**config.mk**
```make
export PLATFORM = sky130hd
export DESIGN_NAME = spq_cell
export DESIGN_NICKNAME = d
export VERILOG_FILES = /design/src/sorted_priority_queue_core_defines.svh /design/src/spq_pkg.sv /design/src/spq_cell.sv
export SDC_FILE = /design/constraint.sdc
export NUM_CORES = 1
export LEC_CHECK = 0
export ABC_AREA = 1
export BUFFER_PORTS_ARGS = -buffer_cell sky130_fd_sc_hd__buf_4
export CORE_MARGIN = 2
export CORE_UTILIZATION = 41
export DETAILED_ROUTE_END_ITERATION = 7
export GPL_ROUTABILITY_DRIVEN = 0
export PLACE_DENSITY = 0.84
export REMOVE_ABC_BUFFERS = 1
export SYNTH_ARGS = -nofsm -noshare
export SYNTH_HDL_FRONTEND = slang
export SYNTH_SLANG_ARGS = --single-unit
```
**constraint.sdc**
```tcl
create_clock -name clk -period 3.1 [get_ports clk]
set_input_delay 0.93 -clock clk [delete_from_list [all_inputs] [get_ports clk]]
set_output_delay 0.93 -clock clk [all_outputs]
set_load 0.01 [all_outputs]
```
**src/sorted_priority_queue_core_defines.svh**
```systemverilog
// ----------------------------------------------------------------------------
// sorted_priority_queue_core_defines
// Assertion macros shared by the sorted priority queue RTL.
// ----------------------------------------------------------------------------
`ifndef SORTED_PRIORITY_QUEUE_CORE_DEFINES_SVH
`define SORTED_PRIORITY_QUEUE_CORE_DEFINES_SVH

// same-cycle implication, checked outside reset
`define SPQ_ASSERT_SAME(label, ante, cons, msg) \
  label: assert property (@(posedge clk) disable iff (rst) (ante) |-> (cons)) \
    else $error(msg);

// next-cycle implication, checked outside reset
`define SPQ_ASSERT_NEXT(label, ante, cons, msg) \
  label: assert property (@(posedge clk) disable iff (rst) (ante) |=> (cons)) \
    else $error(msg);

`endif

```
**src/spq_pkg.sv**
```systemverilog
// ----------------------------------------------------------------------------
// spq_pkg
// Types and constants for the sorted priority queue.
// ----------------------------------------------------------------------------
package spq_pkg;

  localparam int DEPTH   = 64;
  localparam int CNT_W   = $clog2(DEPTH + 1);
  localparam int COUNT_W = 7;
  localparam int VAL_W   = 32;

  typedef enum logic [0:0] {
    OP_INSERT = 1'b0,
    OP_DELETE = 1'b1
  } opcode_t;

  typedef enum logic [1:0] {
    ST_OK        = 2'd0,
    ST_OVERFLOW  = 2'd1,
    ST_UNDERFLOW = 2'd2
  } status_t;

  typedef struct packed {
    logic                    load;
    opcode_t                 op;
    logic signed [VAL_W-1:0] value;
  } spq_cmd_t;

endpackage

```
**src/spq_cell.sv**
```systemverilog
// ----------------------------------------------------------------------------
// spq_cell
// One slot of the sorted array. Compares the broadcast value with its own
// entry and takes its own, its neighbor's or the new value on each beat.
// ----------------------------------------------------------------------------
module spq_cell (
  input  logic                           clk,
  input  spq_pkg::spq_cmd_t              cmd,
  input  logic                           occupied,
  input  logic                           tail,
  input  logic signed [spq_pkg::VAL_W-1:0] prev_value,
  input  logic                           prev_greater,
  input  logic signed [spq_pkg::VAL_W-1:0] next_value,
  output logic signed [spq_pkg::VAL_W-1:0] value,
  output logic                           greater
);
  import spq_pkg::*;

  logic signed [VAL_W-1:0] entry;
  logic signed [VAL_W-1:0] entry_next;

  assign greater = occupied && (entry > cmd.value);
  assign value   = entry;

  always_comb begin
    entry_next = entry;
    case (cmd.op)
      OP_INSERT: begin
        if (prev_greater) begin
          entry_next = prev_value;
        end else if (greater || tail) begin
          entry_next = cmd.value;
        end
      end
      OP_DELETE: begin
        entry_next = next_value;
      end
      default: begin
        entry_next = entry;
      end
    endcase
  end

  always_ff @(posedge clk) begin
    if (cmd.load) begin
      entry <= entry_next;
    end
  end

endmodule

```
==> results of run 1 <==
==> placed cells by master, fill, tap and decap left out, types with 2 or more instances in the layout <==
cell type  count
a21oi_1        7
a21oi_2       12
a21oi_4        2
buf_12         2
buf_4        157
buf_6          5
clkbuf_8       5
edfxtp_1      32
ha_1           9
ha_4          22
inv_1         13
inv_2         21
inv_4         10
nand2_1       60
nand2_2        8
nand2_4        2
nand3_1        2
nor2_1         7
nor2_2         3
nor2_4         3
o211ai_1      29
o21a_1        30
o21ai_1        2
==> layer usage <==
metal	wire length (microns)	track usage (%)	part of all wire (%)
met5	0	0	0
met4	128	6.72	1.6
met3	528	6.09	6.8
met2	4250	44.1	55
met1	2880	24.1	37
==> cell families after synthesis <==
logic type / count (synthesis)
flip-flops: 32
AND/OR/NAND/NOR: 89
AO/OA/AOI/OAI: 85
adder cells (fa/ha/maj): 32
buffers and inverters: 58
==> worst reg2reg max path, stage by stage (launching register included) <==
cell	delay [ps]
edfxtp_1	430
ha_4	310
nand2_4	50
nor2_4	130
nand4_4	120
nor2_4	130
nand2_1	70
nand3_1	80
nand3_2	90
buf_4	140
buf_4	120
buf_4	110
buf_4	120
buf_4	130
a21oi_4	190
buf_12	190
==> what timing repair did <==
item,4_1_cts,5_1_grt
pin swaps,36,17
gates resized for setup,75,24
buffers inserted,5,0
endpoints found under the setup margin,1,33
==> area by class of cell <==
cell class	instances	area (sq um)	share of cell area [%]
well taps	75	93.8	2.16
clock buffers	5	68.8	1.58
repair buffers	164	1270	29.3
flip-flops and latches	32	961	22.1
inverters	45	194	4.46
multi-input cells	206	1760	40.4
==> worst paths after layout <==
| path | endpoint | slack [ps] | cells after the start |
|---|---|---|---|
| max | greater | 20 | 15 |
| min | value[19] | 920 | 2 |
| max reg2reg | value[2] | 370 | 15 |
| min reg2reg | value[31] | 1720 | 11 |
==> power by group <==
part | total, mW | switching [mW] | leakage [nW] | internal, mW
Sequential | 0.551 | 0.0297 | 0.308 | 0.521
Combinational | 0.546 | 0.241 | 1.60 | 0.305
Clock | 0.293 | 0.148 | 0.0359 | 0.145
==> summary.md, run 1 <==
| Metric | Value |
|---|---|
| Fmax | `324 MHz` |
| Number of library cell types mapped by synthesis | `24` |
| Synth Area in Simple Gates | `14.3%` |
| Antenna violations before repair | `0` |
| Worst setup SP type | `input pin` |
| Post-route cell area | `4350 sq um` |
| Routed WL | `7790 microns` |
| NumNets Final | `588` |
| Post-Syn Area | `2530 sq um` |
| Crit path max fanout | `2` |
| Final setup fails | `0` |
| Layout cell share with drive strength beyond 1 | `56.6%` |
| Synth Area in Adders | `15.8%` |
| Clock transition at path regs | `70 ps` |
| Pwr/cell area | `320 nW/um^2` |
| Seq/Total Area, Yosys | `37.9%` |
| Die area | `6820 sq um` |
| Placed Cells | `517` |
| Most used cell, CP | `nand2_1` |
| Cells after Synth | `296` |
| Via count | `2721` |
| RSZ-0062 raised after global routing | `true` |
| FFs w/ async S/R, synth | `0%` |
| Power Total | `1.39 mW` |
| Peak VDD IR | `0.240 mV` |
| ANT nets after route | `0` |
| Deepest clock path buffer count | `2` |
| Fin. max-slew vios | `0` |
| Required @ worst endpoint | `2170 ps` |
| DRC Markers | `0` |
| Mux cell area share after synthesis | `0%` |
| Crit-path cells | `buf_6 > inv_4 > ha_4 > nand2_2 > nand2_1 > nand3_1 > nand2_1 > a21oi_2 > nand2_1 > nand2_1 > nand2_1 > nand2_1 > nand3_2 > inv_2 > buf_6` |
| Clock skew | `8.13 ps` |
| CTS Hold Bufs | `0` |
| Syn_area_per_cell | `8.56 sq um` |
| Row count | `28` |
| First drt pass iteration count | `4` |
| Status | `finished, final reports clean` |
| Final hold vios | `0` |
| Crit-path max cell delay | `200 ps` |
| Number of fill cells in the layout | `445` |
| H-tree depth | `2` |
| GRT overflow | `0` |
| Avg Vias per Cell | `5.16` |
| Commonest cells post-synth | `69 x nand2_1, 39 x inv_1, 32 x edfxtp_1, 32 x ha_1, 30 x o21a_1` |
| Max-cap violations | `0` |
| Fin cells | `527` |
| Worst path bufs/invs | `4` |
| Total negative setup slack | `0 ps` |
| Pre-CTS setup slack | `-195 ps` |
| Setup Crit Path Kind | `in2out` |
| Clk sinks | `32` |
| Root Buffer | `clkbuf_8` |
| Number of global-route vias before repair | `2800` |
| Slew @ Worst Pin | `407 ps` |
| Clk_lat worst skew | `280 ps` |
| Synth area leaders | `edfxtp_1 38%, ha_1 16%, nand2_1 10%` |
| IO Pins | `135` |
| Slew Limit Headroom | `72.7%` |
| IO buf count | `134` |
| First-pass GRT wire length | `12000 microns` |
| Gr usage total | `22.9%` |
| Critical-path top delay cell | `ha_4` |
| Most common cell in the netlist | `nand2_1` |
| XOR/XNOR Fraction of Synth Area | `0%` |
| Final period utilization | `99.4%` |
| Die W | `82.6 microns` |
| Arrival @ worst endpoint | `2150 ps` |
| DR iter-0 viols | `80` |
| Largest family of logic cells by synthesized area | `compound AO/OA/AOI/OAI gates` |
| EDFF count, synth | `32` |
| Core ar. | `5960 sq um` |
| Hold Crit Start | `next_value[19]` |
| Min setup slack post-route | `17.1 ps` |
| CP delay by family, top | `simple AND/OR/NAND/NOR gates` |
| Die height | `82.6 microns` |
| Main synth FF type | `edfxtp_1` |
| Synth-to-layout area growth | `71.7%` |
| Largest net degree at the start of global routing | `35` |
| HPWL Detailed | `5570 microns` |
| Hold Path Class | `in2reg` |
| Wirelength per Cell | `14.8 microns` |
| Yosys Warn Count | `0` |
| Synth Register Bits | `32` |
| Layout Utilization | `73.0%` |
| Post-synthesis compound-gate area fraction | `23.1%` |
| Setup crit start | `cmd[9]` |
| Initial core utilization | `42.5%` |
| Number of flip-flops under the largest register name | `32` |
| Leakage power | `1.95 nW` |
| Placed Area | `3800 sq um` |
| Minimum clock period | `3080 ps` |
| RR Startpoint | `value[21]` |
| CTS tree | `yes` |
| Diodes inserted | `0` |
| Yosys top cell area share | `37.9%` |
| CP Capture Type | `primary output` |
| Cell taking the most area after synthesis | `edfxtp_1` |
| Num CTS Buffers | `5` |
| Fin Hold WS | `919 ps` |
No activity file was read; power rests on OpenSTA's default activity.
==> run 2: changes to the inputs <==
Settings changed: GPL_TIMING_DRIVEN set to 0, PLACE_DENSITY 0.84 to 0.8.
==> run 2 against run 1 <==
Net effect: the run now ends with setup timing left; global-route usage shrank 3.5 points; hold slack gained 3.8 ps; count of clock-buffer cells in the layout is the same; critical endpoint unchanged; critical path depth shrank 3; sequential cell count is the same; critical path type unchanged; first-iteration DRC count grew 23%; non-clock buffer count shrank 26; sequential power is essentially flat.
==> summary.md, run 2 (same netlist as run 1, synthesis figures left out) <==
| Metric | Value |
|---|---|
| Status | `finished with violations (was finished, final reports clean)` |
| Failing checks | `setup timing` |
| Max-cap violations | `0 (unchanged)` |
| CP delay by family, top | `simple AND/OR/NAND/NOR gates (unchanged)` |
| DRC Markers | `0 (unchanged)` |
| Most used cell, CP | `nand2_2 (was nand2_1)` |
| CP Capture Type | `primary output (unchanged)` |
| Clk_lat worst skew | `270 ps (was 280 ps)` |
| ANT nets after route | `0 (unchanged)` |
| Root Buffer | `clkbuf_8 (unchanged)` |
| Number of global-route vias before repair | `2433 (was 2800)` |
| Layout cell share with drive strength beyond 1 | `51.2% (was 56.6%)` |
| Diodes inserted | `0 (unchanged)` |
| Synth-to-layout area growth | `60.1% (was 71.7%)` |
| Combinational power share | `36.4% (was 39.3%)` |
| Number of flip-flops under the largest register name | `32 (unchanged)` |
| Worst path bufs/invs | `4 (unchanged)` |
| CTS Hold Bufs | `0 (unchanged)` |
| Largest net degree at the start of global routing | `64 (was 35)` |
| Slew Limit Headroom | `35.6% (was 72.7%)` |
| CTS tree | `yes (unchanged)` |
| Post-route cell area | `4050 sq um (was 4350 sq um)` |
| DR iter-0 viols | `98 (was 80)` |
| Clock skew | `4.82 ps (was 8.13 ps)` |
| Total negative setup slack | `-19.1 ps (was 0 ps)` |
| Deepest clock path buffer count | `2 (unchanged)` |
| Arrival @ worst endpoint | `2190 ps (was 2150 ps)` |
| NetSw | `0.387 mW (was 0.419 mW)` |
| Crit-path cells | `buf_4 > inv_1 > ha_4 > nand2_1 > nor2_2 > nand2_2 > nor2_4 > nand2_2 > nand3_1 > nand3_2 > inv_2 > buf_6 (was buf_6 > inv_4 > ha_4 > nand2_2 > nand2_1 > nand3_1 > nand2_1 > a21oi_2 > nand2_1 > nand2_1 > nand2_1 > nand2_1 > nand3_2 > inv_2 > buf_6)` |
| Required @ worst endpoint | `2170 ps (about the same)` |
| Placed Cells | `493 (was 517)` |
| Critical-path top delay cell | `ha_4 (unchanged)` |
| Clock transition at path regs | `60 ps (was 70 ps)` |
| NumNets Final | `562 (was 588)` |
| HPWL Detailed | `5030 microns (was 5570 microns)` |
| Wirelength per Cell | `13.9 microns (was 14.8 microns)` |
| Fmax | `321 MHz (was 324 MHz)` |
| Crit path max fanout | `2 (unchanged)` |
| Number of fill cells in the layout | `491 (was 445)` |
| First-pass GRT wire length | `10200 microns (was 12000 microns)` |
| Commonest cells after routing, fill and taps aside | `135 x buf_4, 59 x nand2_1, 32 x edfxtp_1, 30 x o21a_1, 29 x o211ai_1 (was 157 x buf_4, 60 x nand2_1, 32 x edfxtp_1, 30 x o21a_1, 29 x o211ai_1)` |
| Crit-path max cell delay | `290 ps (was 200 ps)` |
| First drt pass iteration count | `4 (unchanged)` |
| Die W | `82.6 microns (unchanged)` |
| Placed Area | `3610 sq um (was 3800 sq um)` |
| Commonest non-fill, non-tap cell in the layout | `buf_4 (unchanged)` |
| Clk sinks | `32 (unchanged)` |
| Setup Crit Path Kind | `in2out (unchanged)` |
| Fin cells | `501 (was 527)` |
| IO buf count | `134 (unchanged)` |
| Via count | `2532 (was 2721)` |
| H-tree depth | `2 (unchanged)` |
| Core ar. | `5960 sq um (unchanged)` |
| Initial core utilization | `42.5% (unchanged)` |
| Pwr/cell area | `324 nW/um^2 (was 320 nW/um^2)` |
| Die height | `82.6 microns (unchanged)` |
| Final hold vios | `0 (unchanged)` |
| Peak VDD IR | `0.191 mV (was 0.240 mV)` |
| Minimum clock period | `3120 ps (was 3080 ps)` |
| Die area | `6820 sq um (unchanged)` |
| Avg Vias per Cell | `5.05 (was 5.16)` |
| Antenna violations before repair | `0 (unchanged)` |
| RSZ-0062 raised after global routing | `true (unchanged)` |
| Flop pwr share | `41.8% (was 39.7%)` |
| Sw frac | `29.5% (was 30.1%)` |
| Hold Path Class | `in2reg (unchanged)` |
| P_int | `0.926 mW (was 0.971 mW)` |
| Final period utilization | `101% (was 99.4%)` |
| Routed WL | `6960 microns (was 7790 microns)` |
| Gr usage total | `19.3% (was 22.9%)` |
| Leakage power | `1.82 nW (was 1.95 nW)` |
| Row count | `28 (unchanged)` |
| GRT overflow | `0 (unchanged)` |
| Fin. max-slew vios | `0 (unchanged)` |
| Worst setup SP type | `input pin (unchanged)` |
| Min setup slack post-route | `-19.1 ps (was 17.1 ps)` |
| Clock share of power | `21.7% (was 21.1%)` |
| Slew @ Worst Pin | `964 ps (was 407 ps)` |
| IO Pins | `135 (unchanged)` |
| Num CTS Buffers | `5 (unchanged)` |
| Flop2flop setup slack | `460 ps (was 370 ps)` |
| Final setup fails | `1 (was 0)` |
[run 2: final timing paths]
path                             endpoint           start  cells after the start
worst max register to register  value[13]       value[15]                     13
worst min-delay path            value[20]  next_value[20]                      2
worst min register to register  value[20]       value[31]                      5
worst max-delay path              greater         cmd[29]                     12
[run 2: stage by stage]
stage | hold WS (ps) | setup slack (ps) | util (%) | total power [mW]
floorplan | 1120 | -186 | - | 0.740
global placement | 1200 | -928 | 60.1 | 0.932
detailed placement | 1130 | -195 | 60.7 | 0.951
CTS | 913 | -32.8 | 65.6 | 1.29
global route | 916 | -120 | 68.1 | 1.40
finish | 923 | -19.1 | 68.1 | 1.31
[run 2: metal layers]
| metal | GRT usage [%] | part of all wire (%) |
|---|---|---|
| met4 | 4.59 | 1.3 |
| met1 | 19.8 | 37 |
| met2 | 38.2 | 55 |
| met5 | 0 | 0 |
| met3 | 5.54 | 7.0 |
[run 2: cell type report]
class	instances	area [sq um]	area share [%]
sequential	32	961	23.7
clock buffer	5	68.8	1.70
tap	75	93.8	2.31
inverter	45	186	4.60
multi-input combinational	206	1680	41.5
timing repair buffer	138	1060	26.2
[run 2: timing repair]
item | in CTS | in global routing
setup endpoints to repair | 1 | 19
buffers inserted | 3 | 0
resized for setup | 45 | 33
pin swaps | 30 | 18
[run 2: power groups by stage]
stage | logic [mW] | registers, mW | clock network (mW)
3_5_place_dp | 0.402 | 0.549 | 0
3_3_place_gp | 0.384 | 0.548 | 0
2_1_floorplan | 0.177 | 0.563 | 0
6_report | 0.479 | 0.549 | 0.286
4_1_cts | 0.442 | 0.546 | 0.300
5_1_grt | 0.533 | 0.554 | 0.312
==> run 3: changes to the inputs <==
Settings changed: RECOVER_POWER set to 50.
==> run 3 against run 2 <==
Net effect: the run ends with capacitance limit, slew limit, setup timing left; cell count unchanged; clock skew decreased by 0.70 ps; design area decreased by 3.0%; routed wire length decreased by 0.42%; die area unchanged; maximum frequency about the same; sequential cell count unchanged; first-iteration DRC count decreased by 1.0%; count of clock-buffer cells in the layout unchanged; setup slack got worse by 0.79 ps; critical path type unchanged; largest power group unchanged.
==> summary.md, run 3 (same netlist as run 1, synthesis figures left out) <==
| Metric | Value |
|---|---|
| HPWL Detailed | `5030 microns (unchanged)` |
| First-pass GRT wire length | `10200 microns (unchanged)` |
| Deepest clock path buffer count | `2 (unchanged)` |
| Minimum clock period | `3120 ps (about the same)` |
| IO Pins | `135 (unchanged)` |
| Initial core utilization | `42.5% (unchanged)` |
| Max-cap violations | `1 (was 0)` |
| Required @ worst endpoint | `2170 ps (about the same)` |
| Avg Vias per Cell | `5.08 (was 5.05)` |
| Failing checks | `capacitance limit, slew limit, setup timing (was setup timing)` |
| Leakage power | `1.71 nW (was 1.82 nW)` |
| Die area | `6820 sq um (unchanged)` |
| Total negative setup slack | `-19.9 ps (was -19.1 ps)` |
| GRT overflow | `0 (unchanged)` |
| Final period utilization | `101% (about the same)` |
| DRC Markers | `0 (unchanged)` |
| Core ar. | `5960 sq um (unchanged)` |
| Gr usage total | `19.3% (unchanged)` |
| Clk_lat worst skew | `270 ps (about the same)` |
| Status | `finished with violations (unchanged)` |
| IO buf count | `134 (unchanged)` |
| Commonest cells after routing, fill and taps aside | `103 x buf_4, 59 x nand2_1, 32 x clkbuf_1, 32 x edfxtp_1, 30 x o21a_1 (was 135 x buf_4, 59 x nand2_1, 32 x edfxtp_1, 30 x o21a_1, 29 x o211ai_1)` |
| Slew Limit Headroom | `-17.0% (was 35.6%)` |
| Via count | `2544 (was 2532)` |
| Pwr/cell area | `328 nW/um^2 (was 324 nW/um^2)` |
| Die W | `82.6 microns (unchanged)` |
| Clk sinks | `32 (unchanged)` |
| ANT nets after route | `0 (unchanged)` |
| CTS Hold Bufs | `0 (unchanged)` |
| NetSw | `0.387 mW (about the same)` |
| Num CTS Buffers | `5 (unchanged)` |
| Min setup slack post-route | `-19.9 ps (was -19.1 ps)` |
| Fin. max-slew vios | `62 (was 0)` |
| Peak VDD IR | `0.187 mV (was 0.191 mV)` |
| Number of flip-flops under the largest register name | `32 (unchanged)` |
| First drt pass iteration count | `4 (unchanged)` |
| Final hold vios | `0 (unchanged)` |
| Post-route cell area | `3930 sq um (was 4050 sq um)` |
| Crit path max fanout | `2 (unchanged)` |
| Power Total | `1.29 mW (was 1.31 mW)` |
| Clock share of power | `22.2% (was 21.7%)` |
| Diodes inserted | `0 (unchanged)` |
| Largest net degree at the start of global routing | `64 (unchanged)` |
| Flop pwr share | `42.5% (was 41.8%)` |
| Slew @ Worst Pin | `1750 ps (was 964 ps)` |
| Placed Area | `3610 sq um (unchanged)` |
| Routed WL | `6930 microns (was 6960 microns)` |
| CP Capture Type | `primary output (unchanged)` |
| Root Buffer | `clkbuf_8 (unchanged)` |
| Synth-to-layout area growth | `55.3% (was 60.1%)` |
| Fmax | `321 MHz (about the same)` |
| Commonest non-fill, non-tap cell in the layout | `buf_4 (unchanged)` |
| Die height | `82.6 microns (unchanged)` |
| P_int | `0.903 mW (was 0.926 mW)` |
| Sw frac | `30.0% (was 29.5%)` |
| Wirelength per Cell | `13.8 microns (was 13.9 microns)` |
| Layout cell share with drive strength beyond 1 | `43.4% (was 51.2%)` |
| DR iter-0 viols | `97 (was 98)` |
| Clock transition at path regs | `60 ps (about the same)` |
| Hold Path Class | `in2reg (unchanged)` |
| Clock skew | `4.12 ps (was 4.82 ps)` |
| Combinational power share | `35.3% (was 36.4%)` |
| Setup Crit Path Kind | `in2out (unchanged)` |
| RSZ-0062 raised after global routing | `true (unchanged)` |
| H-tree depth | `2 (unchanged)` |
| Arrival @ worst endpoint | `2190 ps (about the same)` |
| Antenna violations before repair | `0 (unchanged)` |
| Fin Hold WS | `925 ps (was 923 ps)` |
| Number of global-route vias before repair | `2433 (unchanged)` |
| Final setup fails | `1 (unchanged)` |
| CTS tree | `yes (unchanged)` |
| NumNets Final | `562 (unchanged)` |
| Row count | `28 (unchanged)` |
| Worst setup SP type | `input pin (unchanged)` |
-- run 3: changes by cell type in the layout (fill, tap and decap cells not counted), sizes merged --
cell | previous run | this run
clkbuf | 5 | 37
buf | 138 | 106
-- run 3: area by class of cell --
type                       count  area, sq um
multi-input combinational    206         1680
fill                         521         2020
clock buffer                   5         68.8
sequential                    32          961
tap                           75         93.8
timing repair buffer         138          943
inverter                      45          186
-- run 3: per-layer routing --
layer | GRT usage, % | vias to the layer above | routed length [microns]
met2 | 38.2 | 89 | 3790
met1 | 19.8 | 1157 | 2570
met4 | 4.59 | 0 | 87
met5 | 0 | - | 0
met3 | 5.54 | 11 | 478
li1 | - | 1287 | -
-- run 3: power by group through the flow --
stage	Sequential (mW)	Combinational (mW)	Clock, mW
floorplan	0.563	0.177	0
global placement	0.548	0.384	0
detailed placement	0.549	0.402	0
CTS	0.546	0.442	0.300
global route	0.553	0.509	0.312
finish	0.549	0.455	0.286
-- run 3: through the flow --
step	cells	worst slack (ps)	utilization, %
floorplan	283	-186	-
global route	501	-120	66.1
global placement	492	-928	60.1
CTS	501	-32.8	65.6
finish	501	-19.9	66.1
detailed placement	493	-195	60.7
-- run 3: critical path: stages --
cell     delay (ps)
buf_4            80
inv_1            70
ha_4            290
nand2_1          60
nor2_2          140
nand2_2          80
nor2_4          130
nand2_2          70
nand3_1          90
nand3_2         100
inv_2            60
buf_6            90
-- run 3: worst paths after layout --
kind | from | end | slack (ps) | cells past startpoint
min | next_value[20] | value[20] | 930 | 2
min reg2reg | value[31] | value[20] | 1210 | 5
max | cmd[29] | greater | -20 | 12
max reg2reg | value[15] | value[13] | 450 | 13
-- run 3: what timing repair did --
item | 4_1_cts | 5_1_grt
cloned | 0 | 0
endpoints found under the setup margin | 1 | 19
pin swaps | 30 | 18
gates resized for setup | 45 | 33
setup buffers | 3 | 0
